[src/rtl/core/tlv_pkg.sv]
`default_nettype none

package tlv_pkg;

  // Screen geometry
  localparam int TEXT_ROWS   = 24;
  localparam int TEXT_COLS   = 40;
  localparam int CELL_WIDTH  = 7;
  localparam int CELL_HEIGHT = 8;

  // Rows at the bottom that stay text in split mode
  localparam int SPLIT_ROWS = 4;

  // Field widths
  localparam int ROW_W   = 5;
  localparam int COL_W   = 6;
  localparam int LINE_W  = 3;
  localparam int DOT_W   = 3;
  localparam int BYTE_W  = 8;
  localparam int ADDR_W  = 11;
  localparam int GIDX_W  = 6;
  localparam int COLOR_W = 8;

  // Configuration port
  localparam int PADDR_W = 5;
  localparam int PDATA_W = 32;

  // Address and glyph constants
  localparam logic [ADDR_W-1:0] ADDR_BASE        = 11'h400;
  localparam logic [ADDR_W-1:0] ROW_GROUP_STRIDE = 11'h028;
  localparam logic [GIDX_W-1:0] GLYPH_FLIP       = 6'h20;
  localparam logic [COLOR_W-1:0] COLOR_FULL      = 8'hFF;

  // Text attribute in the top two bits of the screen byte
  localparam logic [1:0] ATTR_INVERSE = 2'b00;
  localparam logic [1:0] ATTR_FLASH   = 2'b01;

  // Register indexes (word address)
  typedef enum logic [2:0] {
    REG_TEXT_ON     = 3'd0,
    REG_LORES_ON    = 3'd1,
    REG_HIRES_ON    = 3'd2,
    REG_SPLIT_ON    = 3'd3,
    REG_FLASH_SHOWN = 3'd4
  } tlv_reg_e;

  typedef struct packed {
    logic text_on;
    logic lores_on;
    logic hires_on;
    logic split_on;
    logic flash_shown;
  } tlv_cfg_t;

  typedef struct packed {
    logic [ROW_W-1:0]  cell_row;
    logic [COL_W-1:0]  cell_col;
    logic [LINE_W-1:0] line_in_cell;
    logic [DOT_W-1:0]  dot_in_cell;
    logic [BYTE_W-1:0] screen_byte;
    logic [BYTE_W-1:0] glyph_bits;
  } tlv_item_t;

  typedef struct packed {
    logic [COLOR_W-1:0] red;
    logic [COLOR_W-1:0] green;
    logic [COLOR_W-1:0] blue;
  } tlv_rgb_t;

  typedef struct packed {
    logic [ADDR_W-1:0] fetch_addr;
    logic [GIDX_W-1:0] glyph_index;
    tlv_rgb_t          rgb;
  } tlv_pix_t;

  // Low-res 16-color palette
  function automatic tlv_rgb_t palette(input logic [3:0] code);
    tlv_rgb_t c;
    case (code)
      4'h0: c = '{8'd0,   8'd0,   8'd0};
      4'h1: c = '{8'd227, 8'd30,  8'd96};
      4'h2: c = '{8'd96,  8'd78,  8'd189};
      4'h3: c = '{8'd255, 8'd68,  8'd253};
      4'h4: c = '{8'd0,   8'd163, 8'd96};
      4'h5: c = '{8'd156, 8'd156, 8'd156};
      4'h6: c = '{8'd20,  8'd207, 8'd253};
      4'h7: c = '{8'd208, 8'd195, 8'd255};
      4'h8: c = '{8'd96,  8'd114, 8'd3};
      4'h9: c = '{8'd255, 8'd106, 8'd60};
      4'hA: c = '{8'd156, 8'd156, 8'd156};
      4'hB: c = '{8'd255, 8'd160, 8'd163};
      4'hC: c = '{8'd20,  8'd245, 8'd60};
      4'hD: c = '{8'd208, 8'd221, 8'd141};
      4'hE: c = '{8'd114, 8'd255, 8'd208};
      4'hF: c = '{8'd255, 8'd255, 8'd255};
    endcase
    return c;
  endfunction

endpackage

`default_nettype wire

[src/rtl/core/tlv_in_if.sv]
`default_nettype none

// Pixel request channel
interface tlv_in_if;
  logic                          valid;
  logic                          ready;
  logic [tlv_pkg::ROW_W-1:0]     cell_row;
  logic [tlv_pkg::COL_W-1:0]     cell_col;
  logic [tlv_pkg::LINE_W-1:0]    line_in_cell;
  logic [tlv_pkg::DOT_W-1:0]     dot_in_cell;
  logic [tlv_pkg::BYTE_W-1:0]    screen_byte;
  logic [tlv_pkg::BYTE_W-1:0]    glyph_bits;

  modport source (
    output valid, cell_row, cell_col, line_in_cell, dot_in_cell, screen_byte, glyph_bits,
    input  ready
  );
  modport sink (
    input  valid, cell_row, cell_col, line_in_cell, dot_in_cell, screen_byte, glyph_bits,
    output ready
  );
endinterface

`default_nettype wire

[src/rtl/core/tlv_out_if.sv]
`default_nettype none

// Pixel result channel
interface tlv_out_if;
  logic                          valid;
  logic                          ready;
  logic [tlv_pkg::ADDR_W-1:0]    fetch_addr;
  logic [tlv_pkg::GIDX_W-1:0]    glyph_index;
  logic [tlv_pkg::COLOR_W-1:0]   pixel_red;
  logic [tlv_pkg::COLOR_W-1:0]   pixel_green;
  logic [tlv_pkg::COLOR_W-1:0]   pixel_blue;

  modport source (
    output valid, fetch_addr, glyph_index, pixel_red, pixel_green, pixel_blue,
    input  ready
  );
  modport sink (
    input  valid, fetch_addr, glyph_index, pixel_red, pixel_green, pixel_blue,
    output ready
  );
endinterface

`default_nettype wire

[src/rtl/core/tlv_apb_regs.sv]
`default_nettype none

module tlv_apb_regs (
  input  wire logic                         clk_i,
  input  wire logic                         rst_ni,
  input  wire logic                         psel,
  input  wire logic                         penable,
  input  wire logic                         pwrite,
  input  wire logic [tlv_pkg::PADDR_W-1:0]  paddr,
  input  wire logic [tlv_pkg::PDATA_W-1:0]  pwdata,
  output      logic [tlv_pkg::PDATA_W-1:0]  prdata,
  output      logic                         pready,
  output      tlv_pkg::tlv_cfg_t            cfg_o
);

  tlv_pkg::tlv_cfg_t cfg_q, cfg_d;
  tlv_pkg::tlv_reg_e reg_sel;
  logic              wr_en;

  assign reg_sel = tlv_pkg::tlv_reg_e'(paddr[4:2]);
  assign wr_en   = psel && penable && pwrite;
  assign pready  = 1'b1;

  // Write decode
  always_comb begin
    cfg_d = cfg_q;
    if (wr_en) begin
      unique case (reg_sel)
        tlv_pkg::REG_TEXT_ON:     cfg_d.text_on     = pwdata[0];
        tlv_pkg::REG_LORES_ON:    cfg_d.lores_on    = pwdata[0];
        tlv_pkg::REG_HIRES_ON:    cfg_d.hires_on    = pwdata[0];
        tlv_pkg::REG_SPLIT_ON:    cfg_d.split_on    = pwdata[0];
        tlv_pkg::REG_FLASH_SHOWN: cfg_d.flash_shown = pwdata[0];
        default: ;
      endcase
    end
  end

  always_ff @(posedge clk_i or negedge rst_ni) begin
    if (!rst_ni) begin
      cfg_q <= '{text_on: 1'b1, lores_on: 1'b0, hires_on: 1'b0,
                 split_on: 1'b0, flash_shown: 1'b1};
    end else begin
      cfg_q <= cfg_d;
    end
  end

  // Read mux
  always_comb begin
    prdata = '0;
    unique case (reg_sel)
      tlv_pkg::REG_TEXT_ON:     prdata[0] = cfg_q.text_on;
      tlv_pkg::REG_LORES_ON:    prdata[0] = cfg_q.lores_on;
      tlv_pkg::REG_HIRES_ON:    prdata[0] = cfg_q.hires_on;
      tlv_pkg::REG_SPLIT_ON:    prdata[0] = cfg_q.split_on;
      tlv_pkg::REG_FLASH_SHOWN: prdata[0] = cfg_q.flash_shown;
      default: ;
    endcase
  end

  assign cfg_o = cfg_q;

endmodule

`default_nettype wire

[src/rtl/core/tlv_render.sv]
`default_nettype none

// Address, glyph index and pixel color for one pixel
module tlv_render (
  input  wire tlv_pkg::tlv_cfg_t  cfg_i,
  input  wire tlv_pkg::tlv_item_t item_i,
  output      tlv_pkg::tlv_pix_t  pix_o
);

  localparam int ROW_CMP_W = tlv_pkg::ROW_W + 1;
  localparam int COL_CMP_W = tlv_pkg::COL_W + 1;
  localparam int DOT_CMP_W = tlv_pkg::DOT_W + 2;

  logic [tlv_pkg::ADDR_W-1:0] row_line_off;
  logic [tlv_pkg::ADDR_W-1:0] row_group_off;
  logic                       on_screen;
  logic                       in_split;
  logic                       show_text;
  logic                       show_lores;
  logic                       inverse;
  logic                       lit;
  logic [3:0]                 lores_code;
  logic [1:0]                 attr;

  // Interleaved address: base + 0x80 per line of group + 0x28 per group + column
  assign row_line_off  = {1'b0, item_i.cell_row[2:0], 7'b0};
  assign row_group_off = tlv_pkg::ADDR_W'(item_i.cell_row[4:3]) * tlv_pkg::ROW_GROUP_STRIDE;

  assign pix_o.fetch_addr = tlv_pkg::ADDR_BASE + row_line_off + row_group_off
                          + tlv_pkg::ADDR_W'(item_i.cell_col);
  assign pix_o.glyph_index = item_i.screen_byte[5:0] ^ tlv_pkg::GLYPH_FLIP;

  // Visible area
  assign on_screen =
      (ROW_CMP_W'(item_i.cell_row) < ROW_CMP_W'(tlv_pkg::TEXT_ROWS)) &&
      (COL_CMP_W'(item_i.cell_col) < COL_CMP_W'(tlv_pkg::TEXT_COLS)) &&
      (DOT_CMP_W'(item_i.dot_in_cell) < DOT_CMP_W'(tlv_pkg::CELL_WIDTH));

  // Mode select; text wins over everything
  assign in_split   = cfg_i.split_on &&
      (ROW_CMP_W'(item_i.cell_row) >=
       ROW_CMP_W'(tlv_pkg::TEXT_ROWS - tlv_pkg::SPLIT_ROWS));
  assign show_text  = cfg_i.text_on || (cfg_i.lores_on && in_split);
  assign show_lores = !cfg_i.text_on && cfg_i.lores_on && !in_split;

  // Text attribute: inverse, flashing, normal
  assign attr    = item_i.screen_byte[7:6];
  assign inverse = (attr == tlv_pkg::ATTR_INVERSE) ||
                   ((attr == tlv_pkg::ATTR_FLASH) && !cfg_i.flash_shown);
  assign lit     = item_i.glyph_bits[item_i.dot_in_cell] ^ inverse;

  // Upper half of the cell takes the low nibble
  assign lores_code =
      (DOT_CMP_W'(item_i.line_in_cell) < DOT_CMP_W'(tlv_pkg::CELL_HEIGHT / 2))
      ? item_i.screen_byte[3:0] : item_i.screen_byte[7:4];

  always_comb begin
    pix_o.rgb = '0;
    if (on_screen && show_text) begin
      pix_o.rgb.green = lit ? tlv_pkg::COLOR_FULL : '0;
    end else if (on_screen && show_lores) begin
      pix_o.rgb = tlv_pkg::palette(lores_code);
    end
  end

endmodule

`default_nettype wire

[src/rtl/core/text_lores_video_pixel_gen.sv]
// Text / low-res pixel generator, two register stages (input, result).
// Throughput: one pixel per cycle while the output is not stalled; the input
// register refills as the result register drains, so ready follows the result
// side within the same cycle.
// Reset (async, active low): pipeline empty, text_on and flash_shown set,
// other mode bits clear.
`default_nettype none

module text_lores_video_pixel_gen (
  input  wire logic                         clk_i,
  input  wire logic                         rst_ni,
  input  wire logic                         psel,
  input  wire logic                         penable,
  input  wire logic                         pwrite,
  input  wire logic [tlv_pkg::PADDR_W-1:0]  paddr,
  input  wire logic [tlv_pkg::PDATA_W-1:0]  pwdata,
  output      logic [tlv_pkg::PDATA_W-1:0]  prdata,
  output      logic                         pready,
  tlv_in_if.sink                            in_if,
  tlv_out_if.source                         out_if
);

  tlv_pkg::tlv_cfg_t  cfg;
  tlv_pkg::tlv_item_t s1_q, s1_d;
  tlv_pkg::tlv_pix_t  s2_q, s2_d;
  logic               s1_valid_q, s2_valid_q;
  logic               s1_adv, in_fire;

  tlv_apb_regs u_regs (
    .clk_i   (clk_i),
    .rst_ni  (rst_ni),
    .psel    (psel),
    .penable (penable),
    .pwrite  (pwrite),
    .paddr   (paddr),
    .pwdata  (pwdata),
    .prdata  (prdata),
    .pready  (pready),
    .cfg_o   (cfg)
  );

  // Stage handshake
  assign s1_adv      = !s2_valid_q || out_if.ready;
  assign in_if.ready = !s1_valid_q || s1_adv;
  assign in_fire     = in_if.valid && in_if.ready;

  assign s1_d = '{cell_row:     in_if.cell_row,
                  cell_col:     in_if.cell_col,
                  line_in_cell: in_if.line_in_cell,
                  dot_in_cell:  in_if.dot_in_cell,
                  screen_byte:  in_if.screen_byte,
                  glyph_bits:   in_if.glyph_bits};

  tlv_render u_render (
    .cfg_i  (cfg),
    .item_i (s1_q),
    .pix_o  (s2_d)
  );

  // Valid bits
  always_ff @(posedge clk_i or negedge rst_ni) begin
    if (!rst_ni) begin
      s1_valid_q <= 1'b0;
      s2_valid_q <= 1'b0;
    end else begin
      if (in_if.ready) begin
        s1_valid_q <= in_if.valid;
      end
      if (s1_adv) begin
        s2_valid_q <= s1_valid_q;
      end
    end
  end

  // Payload registers
  always_ff @(posedge clk_i) begin
    if (in_fire) begin
      s1_q <= s1_d;
    end
    if (s1_adv && s1_valid_q) begin
      s2_q <= s2_d;
    end
  end

  assign out_if.valid       = s2_valid_q;
  assign out_if.fetch_addr  = s2_q.fetch_addr;
  assign out_if.glyph_index = s2_q.glyph_index;
  assign out_if.pixel_red   = s2_q.rgb.red;
  assign out_if.pixel_green = s2_q.rgb.green;
  assign out_if.pixel_blue  = s2_q.rgb.blue;

  // A filled input stage that moves on always lands in the result stage
  a_advance_fills_out: assert property (@(posedge clk_i) disable iff (!rst_ni)
    (s1_valid_q && s1_adv) |=> s2_valid_q)
    else $error("result stage empty after input stage advanced");

  // Glyph index carries the low six bits of the request's byte through with bit 5 flipped
  a_glyph_index: assert property (@(posedge clk_i) disable iff (!rst_ni)
    (s1_valid_q && s1_adv) |=>
      (out_if.glyph_index == ($past(s1_q.screen_byte[5:0]) ^ tlv_pkg::GLYPH_FLIP)))
    else $error("glyph index mismatch");

  // A dot past the cell width is always black
  a_dot_black: assert property (@(posedge clk_i) disable iff (!rst_ni)
    (s1_valid_q && s1_adv &&
     ((tlv_pkg::DOT_W + 2)'(s1_q.dot_in_cell) >= (tlv_pkg::DOT_W + 2)'(tlv_pkg::CELL_WIDTH)))
    |=> (out_if.pixel_red == '0 && out_if.pixel_green == '0 && out_if.pixel_blue == '0))
    else $error("pixel outside the cell is not black");

endmodule

`default_nettype wire
[src/flat_wrapper.sv]
// flat-port wrapper written by rule: the top's interface ports become plain ports
module text_lores_video_pixel_gen_flat 
  (clk_i, rst_ni, psel, penable, pwrite, paddr, pwdata, prdata, pready, in_if_valid, in_if_cell_row, in_if_cell_col, in_if_line_in_cell, in_if_dot_in_cell, in_if_screen_byte, in_if_glyph_bits, in_if_ready, out_if_valid, out_if_fetch_addr, out_if_glyph_index, out_if_pixel_red, out_if_pixel_green, out_if_pixel_blue, out_if_ready);
  tlv_in_if in_if_i ();
  tlv_out_if out_if_i ();
  input  wire logic clk_i;
  input  wire logic rst_ni;
  input  wire logic psel;
  input  wire logic penable;
  input  wire logic pwrite;
  input  wire logic [tlv_pkg::PADDR_W-1:0] paddr;
  input  wire logic [tlv_pkg::PDATA_W-1:0] pwdata;
  output      logic [tlv_pkg::PDATA_W-1:0] prdata;
  output      logic pready;
  input wire logic [$bits(in_if_i.valid)-1:0] in_if_valid;
  input wire logic [$bits(in_if_i.cell_row)-1:0] in_if_cell_row;
  input wire logic [$bits(in_if_i.cell_col)-1:0] in_if_cell_col;
  input wire logic [$bits(in_if_i.line_in_cell)-1:0] in_if_line_in_cell;
  input wire logic [$bits(in_if_i.dot_in_cell)-1:0] in_if_dot_in_cell;
  input wire logic [$bits(in_if_i.screen_byte)-1:0] in_if_screen_byte;
  input wire logic [$bits(in_if_i.glyph_bits)-1:0] in_if_glyph_bits;
  output wire logic [$bits(in_if_i.ready)-1:0] in_if_ready;
  output wire logic [$bits(out_if_i.valid)-1:0] out_if_valid;
  output wire logic [$bits(out_if_i.fetch_addr)-1:0] out_if_fetch_addr;
  output wire logic [$bits(out_if_i.glyph_index)-1:0] out_if_glyph_index;
  output wire logic [$bits(out_if_i.pixel_red)-1:0] out_if_pixel_red;
  output wire logic [$bits(out_if_i.pixel_green)-1:0] out_if_pixel_green;
  output wire logic [$bits(out_if_i.pixel_blue)-1:0] out_if_pixel_blue;
  input wire logic [$bits(out_if_i.ready)-1:0] out_if_ready;
  assign in_if_i.valid = in_if_valid;
  assign in_if_i.cell_row = in_if_cell_row;
  assign in_if_i.cell_col = in_if_cell_col;
  assign in_if_i.line_in_cell = in_if_line_in_cell;
  assign in_if_i.dot_in_cell = in_if_dot_in_cell;
  assign in_if_i.screen_byte = in_if_screen_byte;
  assign in_if_i.glyph_bits = in_if_glyph_bits;
  assign in_if_ready = in_if_i.ready;
  assign out_if_valid = out_if_i.valid;
  assign out_if_fetch_addr = out_if_i.fetch_addr;
  assign out_if_glyph_index = out_if_i.glyph_index;
  assign out_if_pixel_red = out_if_i.pixel_red;
  assign out_if_pixel_green = out_if_i.pixel_green;
  assign out_if_pixel_blue = out_if_i.pixel_blue;
  assign out_if_i.ready = out_if_ready;
  text_lores_video_pixel_gen u_core (.clk_i(clk_i), .rst_ni(rst_ni), .psel(psel), .penable(penable), .pwrite(pwrite), .paddr(paddr), .pwdata(pwdata), .prdata(prdata), .pready(pready), .in_if(in_if_i), .out_if(out_if_i));
endmodule
[config.mk]
export PLATFORM = sky130hd
export DESIGN_NAME = text_lores_video_pixel_gen_flat
export DESIGN_NICKNAME = d
export VERILOG_FILES = /design/src/rtl/core/tlv_pkg.sv /design/src/rtl/core/tlv_in_if.sv /design/src/rtl/core/tlv_out_if.sv /design/src/rtl/core/tlv_apb_regs.sv /design/src/rtl/core/tlv_render.sv /design/src/rtl/core/text_lores_video_pixel_gen.sv /design/src/flat_wrapper.sv
export SDC_FILE = /design/constraint.sdc
export NUM_CORES = 1
export LEC_CHECK = 0
export BUFFER_PORTS_ARGS = -buffer_cell sky130_fd_sc_hd__buf_4
export CORE_AREA = 4 4 92 94
export DETAILED_ROUTE_END_ITERATION = 10
export DIE_AREA = 0 0 96 98
export PLACE_DENSITY = 0.84
export SLEW_MARGIN = 15
export SYNTH_ARGS = -nofsm -noshare
export SYNTH_HDL_FRONTEND = slang
export SYNTH_HIERARCHICAL = 1
export SYNTH_SLANG_ARGS = --single-unit
[constraint.sdc]
create_clock -name clk_i -period 4.5 [get_ports clk_i]
set_clock_uncertainty 0.15 [all_clocks]
set_input_delay 0.9 -clock clk_i [delete_from_list [all_inputs] [get_ports clk_i]]
set_output_delay 0.9 -clock clk_i [all_outputs]
set_load 0.01 [all_outputs]
; ---- Word level (Yosys, flattened, before mapping)
; Memories as Yosys holds them, arrays and structs flattened.
; Cells that the tools add are included.
[word_totals]
register_bits = 81
mem_bits_ro = 384
input_bits = 77
output_inout_bits = 76
elab_cells = 74
n_memories = 1
[memory_table]
columns = memory, words, word_bits, read_ports, rd_clocked_by_memory_dff, write_ports, line
row1 = (name not given), 16, 24, 1, 0, 0, tlv_pkg.sv:79  ; case (code)
[classes]
addsub = 3
n_mul = 1
order_cmp = 6
n_eq_ne = 5
muxes = 7
n_bitwise = 3
reduce_logical = 30
[op_table]
columns = cell, count
row1 = two-way mux 16 bit, 1
row2 = two-way mux 8 bit, 2
row3 = logical AND 1 bit, 13
row4 = "adder 11 x 10 -> 11 bit, first input constant", 1
row5 = adder 11 x 6 -> 11 bit, 1
row6 = adder 11 x 8 -> 11 bit, 1
row7 = AND reduction 2 bit, 5
row8 = "== test 3 x 2 -> 1 bit, second input constant", 2
row9 = "< comparator 3 bit, second input constant", 2
row10 = "< comparator 6 bit, second input constant", 1
row11 = ">= comparator 5 bit, second input constant", 1
row12 = logical NOT 1 bit, 5
row13 = "< comparator 5 bit, second input constant", 1
row14 = "multiplier 2 x 3 -> 5 bit, second input constant", 1
row15 = case mux 1 bit (5 select lines), 1
row16 = logical OR 1 bit, 4
row17 = "< comparator 3 x 4 -> 1 bit, second input constant", 1
row18 = two-way mux 4 bit, 1
row19 = binary-select mux 1 bit (select 3 bit), 1
row20 = "== test 3 x 1 -> 1 bit, second input constant", 1
row21 = "== test 3 bit, second input constant", 1
row22 = logical NOT 3 bit, 1
row23 = "== test 2 x 1 -> 1 bit, second input constant", 1
row24 = logical NOT 2 bit, 1
row25 = 4 further kinds, 5

; ---- Logic depth before layout (Yosys ltp)
; Gate-level depths: netlist of run 1.
[depth]
ltp_word = 7
mapped_depth = 10
depth_no_buf = 8

; ---- By module
; Netlist of run 1, hierarchy kept.
[by_module_without_submodules]
columns = mod, instances, cells_each, area_each_um2, seq_area_each_um2
row1 = text_lores_video_pixel_gen, 1, 82, 2326.0, 2272.2
row2 = tlv_render, 1, 153, 1057.3, 0.0
row3 = tlv_apb_regs, 1, 59, 561.8, 127.6

; ---- Worst setup path before layout of run 1
; Ideal clock, no wire load.
[synth_timing]
path_kind = input -> output
startpoint = in paddr[2] (netlist bit)
endpoint = out prdata[0] (netlist bit)
t_arrival_ns = 1.573
t_required_ns = 3.450
path_slack_ns = 1.877
stages = 4
n_path_buf = 1
cell_sequence = buf_6 -> mux2i_1 -> nor3b_1 -> a311o_1
[synth_via]
elab_chain_len = 2
word_cells_on_any_way = 6
classes_between = eq/ne: 4 / mux: 1 / reduce/logical: 1
[synth_rtl]
columns = element, line
row1 = from (decl), flat_wrapper.sv:11  ; input wire logic [tlv_pkg::PADDR_W-1:0] paddr;
row2 = == test 3 bit (tied with other cells), tlv_apb_regs.sv:51  ; unique case (reg_sel)
row3 = case mux 1 bit (5 select lines) *, tlv_apb_regs.sv:51
row4 = to (decl), flat_wrapper.sv:13  ; output logic [tlv_pkg::PDATA_W-1:0] prdata;
; Every way passes the cells marked *; elsewhere a longest branch is shown, timed or not.

; ---- Final worst setup path of run 1
; Same ends and word-level chain as after synthesis.

==> metrics.md, run 1 <==
| Metric | Value |
|---|---|
| Initial antenna violation count | `0` |
| Worst-path cell with the longest stage delay | `a311o_1` |
| Vias in the first global route | `2247` |
| Combinational cell fraction of total power | `15.1%` |
| Clk_lat worst skew | `330 ps` |
| Status | `completed` |
| CTS Hold Bufs | `0` |
| Max-slew violations | `0` |
| First-pass GRT wire length | `around 10 mm` |
| # resized after CTS | `0` |
| # diodes | `0` |
| Vias per inst | `~5.0` |
| CP max stage delay | `310 ps` |
| Layout cells sized above 1 | `between 30% and 40%` |
| Worst slew margin | `37.8%` |
| CTS tree | `yes` |
| HPWL Detailed | `4.84 mm` |
| Crit Path Class | `input pin to output port` |
| Io pins | `153` |
| Post-Syn Area | `0.00388 mm2` |
| Multi-input logic area | `0.00125 mm2` |
| Hold Slack | `218 ps` |
| Cells after synthesis | `292` |
| Crit path time final | `2790 ps` |
| Port bufs | `85` |
| Row cnt | `32` |
| Final Util | `60.8%` |
| CP Launch Type | `input pin` |
| Worst Path Buf+Inv | `2` |
| Post-Syn Area per Cell | `13.3 um2` |
| Leak | `1.92 nW` |
| Slew at the pin closest to its max-slew limit | `around 930 ps` |
| Setup TNS | `0 ps` |
| Area grow syn2layout | `19.6%` |
| Average wire per standard cell | `~14 um` |
| Final Hold Vio Count | `0` |
| Reg power frac | `49.6%` |
| Deepest level of the CTS H-tree | `3` |
| Crit-path cells | `buf_4 -> mux2i_1 -> nor3b_1 -> a311o_1 -> buf_4` |
| Die H | `98 um` |
| Total global routing overflow | `0` |
| Die Area | `approximately 0.0094 mm2` |
| HP Class | `input pin to asynchronous set/reset pin` |
| Clock Sinks | `79` |
| Total global-route track usage | `14.5%` |
| Reg clk slew, reported paths | `70 ps` |
| Switch share | `22.8%` |
| Worst EP arrival | `1740 ps` |
| WL final | `~6.8 mm` |
| TritonRoute pass-1 iters | `5` |
| Synth warn | `6` |
| Final setup violation count | `0` |
| PwrDens | `397 mW/mm2` |
| Worst Path Max Fanout | `8` |
| Final #Nets | `approximately 460` |
| Fill cells | `594` |
| Crit-path most repeated cell | `buf_4` |
| Placer Congestion | `0.829` |
| Initial Util | `50.8%` |
| Setup Fix Bufs, Post-CTS | `0` |
| Fmax | `between 300 and 400 MHz` |
| Vias post-DR | `2380` |
| Top delay family on crit path | `compound AO/OA/AOI/OAI gates` |
| RSZ-0062 raised after global routing | `no` |
| Cts bufs inserted | `9` |
| Post-route ant nets | `0` |
| Max_cap viols | `0` |
| DRC violations left | `0` |
| Clock buffer depth | `2` |
| Clk root buf | `clkbuf_8` |
| Final cycle utilization of the critical path | `62.0%` |
| First DRT Iteration DRCs | `99` |
| Peak VDD IR | `0.236 mV` |
| Data required, critical path | `between 3000 and 4000 ps` |
| Horiz. Die Dim | `96 um` |
| Core area | `0.00765 mm2` |
| Clk pwr share | `35.3%` |
| Reg area | `0.00234 mm2` |
| NetSw | `approximately 0.42 mW` |
| Crit end category | `output port` |
| Internal | `1.43 mW` |
| Largest net degree at the start of global routing | `42` |
[layer usage]
layer / share of wire, % / track usage (%)
met5: 0 / 0
met4: 1.0 / 4.27
met3: 9.1 / 5.39
met2: 50 / 23.3
met1: 40 / 18.3
[stage by stage]
| stage | instances | setup WS [ps] | instance area, um2 | total power [mW] |
|---|---|---|---|---|
| global placement | 458 | 1710 | 4400 | 1.20 |
| finish | 472 | 1710 | 4650 | 1.85 |
| CTS | 472 | 1710 | 4650 | 1.86 |
| detailed placement | 458 | 1720 | 4400 | 1.21 |
| floorplan | 322 | 1880 | 4000 | 1.12 |
| global route | 472 | 1640 | 4650 | 1.93 |
[power groups by stage]
stage / logic [mW] / registers, mW / clock network [mW]
after floorplan: 0.182 / 0.940 / 0
after global placement: 0.270 / 0.929 / 0
after detailed placement: 0.277 / 0.932 / 0
after CTS: 0.278 / 0.916 / 0.665
after global routing: 0.308 / 0.923 / 0.704
final: 0.279 / 0.915 / 0.652
[cells in the final DEF, fill, tap and decap left out, types with 2 or more instances in the layout]
| master | count |
|---|---|
| inv_1 | 9 |
| mux4_1 | 2 |
| a21o_1 | 3 |
| nand3_1 | 4 |
| o211ai_1 | 6 |
| bufinv_16 | 4 |
| nor3_1 | 9 |
| mux2_2 | 3 |
| clkbuf_8 | 9 |
| buf_4 | 86 |
| nor3b_2 | 2 |
| o2111ai_1 | 2 |
| o21a_1 | 3 |
| a21oi_1 | 18 |
| edfxtp_1 | 72 |
| xnor2_1 | 4 |
| conb_1 | 32 |
| mux2_1 | 3 |
| dfstp_2 | 2 |
| nand4_1 | 2 |
| dfrtp_1 | 5 |
| mux2i_1 | 7 |
| nor2_1 | 11 |
| o21ai_0 | 9 |
| nand2_1 | 18 |
| ha_1 | 12 |
| nand2b_1 | 8 |
| a2111oi_0 | 2 |
[worst register-to-register path: stages (launching register included)]
cell      delay, ps
edfxtp_1        550
nand2b_1        230
nand2_1         260
inv_1           140
ha_1            400
inv_1           120
mux2i_1         260
a21oi_1         110
o21ai_0         170
[worst paths after layout]
kind,cells past startpoint,from,end,slack (ps)
hold / removal,1,rst_ni,u_core/u_regs/cfg_o[3]$_DFFE_PN0P_,220
setup reg to reg,8,u_core/s1_q[21]$_DFFE_PP_,u_core/out_if.pixel_green[1]$_DFFE_PP_,1950
min in group clk_i,0,u_core/s1_q[23]$_DFFE_PP_,u_core/out_if.fetch_addr[1]$_DFFE_PP_,270
hold reg to reg,0,u_core/s1_q[23]$_DFFE_PP_,u_core/out_if.fetch_addr[1]$_DFFE_PP_,270
max in group asynchronous,1,rst_ni,u_core/u_regs/cfg_o[0]$_DFFE_PN1P_,3780
setup / recovery,5,paddr[2],prdata[0],1710
[layout make-up]
cell class	instances	area share, %
Sequential cell	79	50.3
Multi-Input combinational cell	181	26.9
Timing Repair Buffer	86	13.9
Clock buffer	10	2.75
Tap cell	102	2.75
Clock inverter	4	2.58
Inverter	10	0.808
[flip-flops by register name, summed over array words and instances (netlist names)]
signal,count
u_core/u_regs/cfg_o,5
u_core/out_if.valid,1
u_core/out_if.glyph_index,6
u_core/out_if.pixel_red,8
u_core/out_if.fetch_addr,11
u_core/s1_q,31
u_core/out_if.pixel_blue,8
u_core/out_if.pixel_green,8
u_core/s1_valid_q,1
Note: power is estimated with default switching activity, not from simulation.
==> inputs of run 2 (changes only) <==
CORE_AREA = 4 4 100 102   (was 4 4 92 94)
DIE_AREA = 0 0 104 106   (was 0 0 96 98)
PLACE_DENSITY = 0.75   (was 0.84)
clock period = 2.3 ns   (was 4.5 ns; I/O delays follow)
==> run 2 against run 1 <==
Cell area grew 0.27%. Final cell count increased by 4.2%. Global-route usage is 1.4 points lower. Worst hold slack worse by 79 ps. Sequential cell count unchanged. Via count shrank 0.97%. Critical endpoint is now u_core/out_if.pixel_blue[4]$_DFFE_PP_. Critical path depth increased by 3. Sequential power rose by 96%. Die area up 17%. Power up 79%. Count of clock-buffer cells in the layout unchanged. Critical path type is now flip-flop to flip-flop. Highest routed layer unchanged.
==> metrics.md, run 2 (synthesis results as in run 1) <==
| Metric | Value |
|---|---|
| Status | `completed` |
| Average wire per standard cell | `14.5 um (+1.3%)` |
| First-pass GRT wire length | `11.5 mm (+10%)` |
| Core area | `0.00911 mm2 (+19%)` |
| Leak | `1.93 nW (+0.61%)` |
| Top delay family on crit path | `flip-flops` |
| First DRT Iteration DRCs | `63 (-36%)` |
| Worst EP arrival | `2170 ps (+430 ps)` |
| Peak VDD IR | `0.435 mV (+84%)` |
| Worst Path Buf+Inv | `2 (unchanged)` |
| CP Launch Type | `flip-flop` |
| Post-route ant nets | `0 (unchanged)` |
| Crit-path cells | `nand2b_1 -> nand2_1 -> inv_1 -> ha_1 -> inv_1 -> mux2i_1 -> nand2_1 -> a21oi_1` |
| Vias per inst | `4.79 (-5.0%)` |
| Worst slew margin | `35.7% (-2.1 points)` |
| Multi-input logic area | `0.00125 mm2 (unchanged)` |
| Io pins | `153 (unchanged)` |
| Port bufs | `85 (unchanged)` |
| Initial Util | `42.7% (-8.2 points)` |
| Max_cap viols | `0 (unchanged)` |
| Data required, critical path | `2340 ps (-1110 ps)` |
| Initial antenna violation count | `0 (unchanged)` |
| Placer Congestion | `0.852 (+2.8%)` |
| Reg clk slew, reported paths | `70 ps (about the same)` |
| CTS tree | `yes` |
| Total global-route track usage | `13.1% (-1.4 points)` |
| Crit end category | `flip-flop` |
| Vias in the first global route | `2413 (+7.4%)` |
| Max-slew violations | `0 (unchanged)` |
| Slew at the pin closest to its max-slew limit | `965 ps (+31.7 ps)` |
| Horiz. Die Dim | `104 um (+8.3%)` |
| Commonest non-fill, non-tap cell in the layout | `buf_4` |
| Setup Fix Bufs, Post-CTS | `0 (unchanged)` |
| Setup TNS | `0 ps (unchanged)` |
| Fill cells | `802 (+35%)` |
| Row cnt | `35 (+9.4%)` |
| Clock buffer depth | `2 (unchanged)` |
| Largest net degree at the start of global routing | `42 (unchanged)` |
| Most frequent cells in the layout | `94 x buf_4, 72 x edfxtp_1, 32 x conb_1` |
| Final Hold Vio Count | `0 (unchanged)` |
| # diodes | `0 (unchanged)` |
| HP Class | `input pin to flip-flop` |
| Total global routing overflow | `0 (unchanged)` |
| Clk root buf | `clkbuf_8` |
| Final #Nets | `466 (+2.0%)` |
| CP max stage delay | `430 ps (+120 ps)` |
| Max reg flops | `31 (unchanged)` |
| Final cycle utilization of the critical path | `just over 90%` |
| PwrDens | `710 mW/mm2 (+79%)` |
| Die Area | `0.0110 mm2 (+17%)` |
| Worst-path cell with the longest stage delay | `edfxtp_1` |
| DRC violations left | `0 (unchanged)` |
| Die H | `106 um (+8.2%)` |
| Final setup violation count | `0 (unchanged)` |
| RSZ-0062 raised after global routing | `no` |
| Layout cells sized above 1 | `31.8% (+0.95 points)` |
| Area grow syn2layout | `20.0%` |
| Largest Register | `u_core/s1_q` |
| Crit path time final | `2130 ps` |
| Clock Sinks | `79 (unchanged)` |
| Cts bufs inserted | `9 (unchanged)` |
| Reg area | `0.00234 mm2 (unchanged)` |
| Crit Path Class | `flip-flop to flip-flop` |
| Hold Slack | `139 ps (-78.9 ps)` |
| Vias post-DR | `2357 (-0.97%)` |
| TritonRoute pass-1 iters | `4 (-1)` |
| Deepest level of the CTS H-tree | `3 (unchanged)` |
| Worst Path Max Fanout | `5 (-3)` |
| HPWL Detailed | `5.27 mm (+8.9%)` |
| Final Util | `51.2% (-9.6 points)` |
| Clk_lat worst skew | `340 ps (about the same)` |
| WL final | `7.13 mm (+5.6%)` |
| Fmax | `around 470 MHz` |
-- run 2: metal layers --
metal	up-vias	part of all wire, %	global-route usage, %
met3	8	5.6	3.95
met4	0	1.2	4.56
met5	-	0	0
met1	1114	42	15.7
li1	1157	-	-
met2	78	52	22.6
-- run 2: what timing repair did --
| item | in CTS | in global routing |
|---|---|---|
| hold buffers | 1 | 0 |
| hold endpoints to repair | 7 | 0 |
| gates resized for setup | 0 | 0 |
-- run 2: path summary, 6_finish.rpt --
| check | start | to | slack (ps) | cells after the start |
|---|---|---|---|---|
| min in group asynchronous | rst_ni | u_core/s1_valid_q$_DFFE_PN0P_ | 320 | 2 |
| worst max register to register | u_core/s1_q[21]$_DFFE_PP_ | u_core/out_if.pixel_blue[4]$_DFFE_PP_ | 170 | 8 |
| worst max-delay path | u_core/s1_q[21]$_DFFE_PP_ | u_core/out_if.pixel_blue[4]$_DFFE_PP_ | 170 | 8 |
| max in group asynchronous | rst_ni | u_core/u_regs/cfg_o[4]$_DFFE_PN1P_ | 1480 | 2 |
| worst min register to register | u_core/s1_q[22]$_DFFE_PP_ | u_core/out_if.fetch_addr[0]$_DFFE_PP_ | 270 | 0 |
| worst min-delay path | in_if_cell_col[2] | u_core/s1_q[24]$_DFFE_PP_ | 140 | 1 |
-- run 2: through the flow --
stage | setup slack [ps] | area, um2 | total power, mW | std cells
detailed placement | 175 | 4470 | 2.39 | 475
global placement | 195 | 4470 | 2.38 | 475
floorplan | 66.5 | 4000 | 2.20 | 322
CTS | 139 | 4660 | 3.35 | 492
finish | 169 | 4660 | 3.31 | 492
global route | 44.6 | 4660 | 3.49 | 492
-- run 2: report_power, final --
part	internal, mW	total [mW]	leakage, nW	switching, mW
logic	0.258	0.570	1.06	0.312
clock network	0.487	0.951	0.0925	0.464
registers	1.73	1.79	0.779	0.0612
total	2.47	3.31	1.93	0.837
-- run 2: layout make-up --
type,count,share of cell area (%)
timing repair buffer,95,15.4
sequential,79,50.2
inverter,10,0.805
clock inverter,6,1.10
clock buffer,10,2.74
tap,111,2.98
multi-input combinational,181,26.8
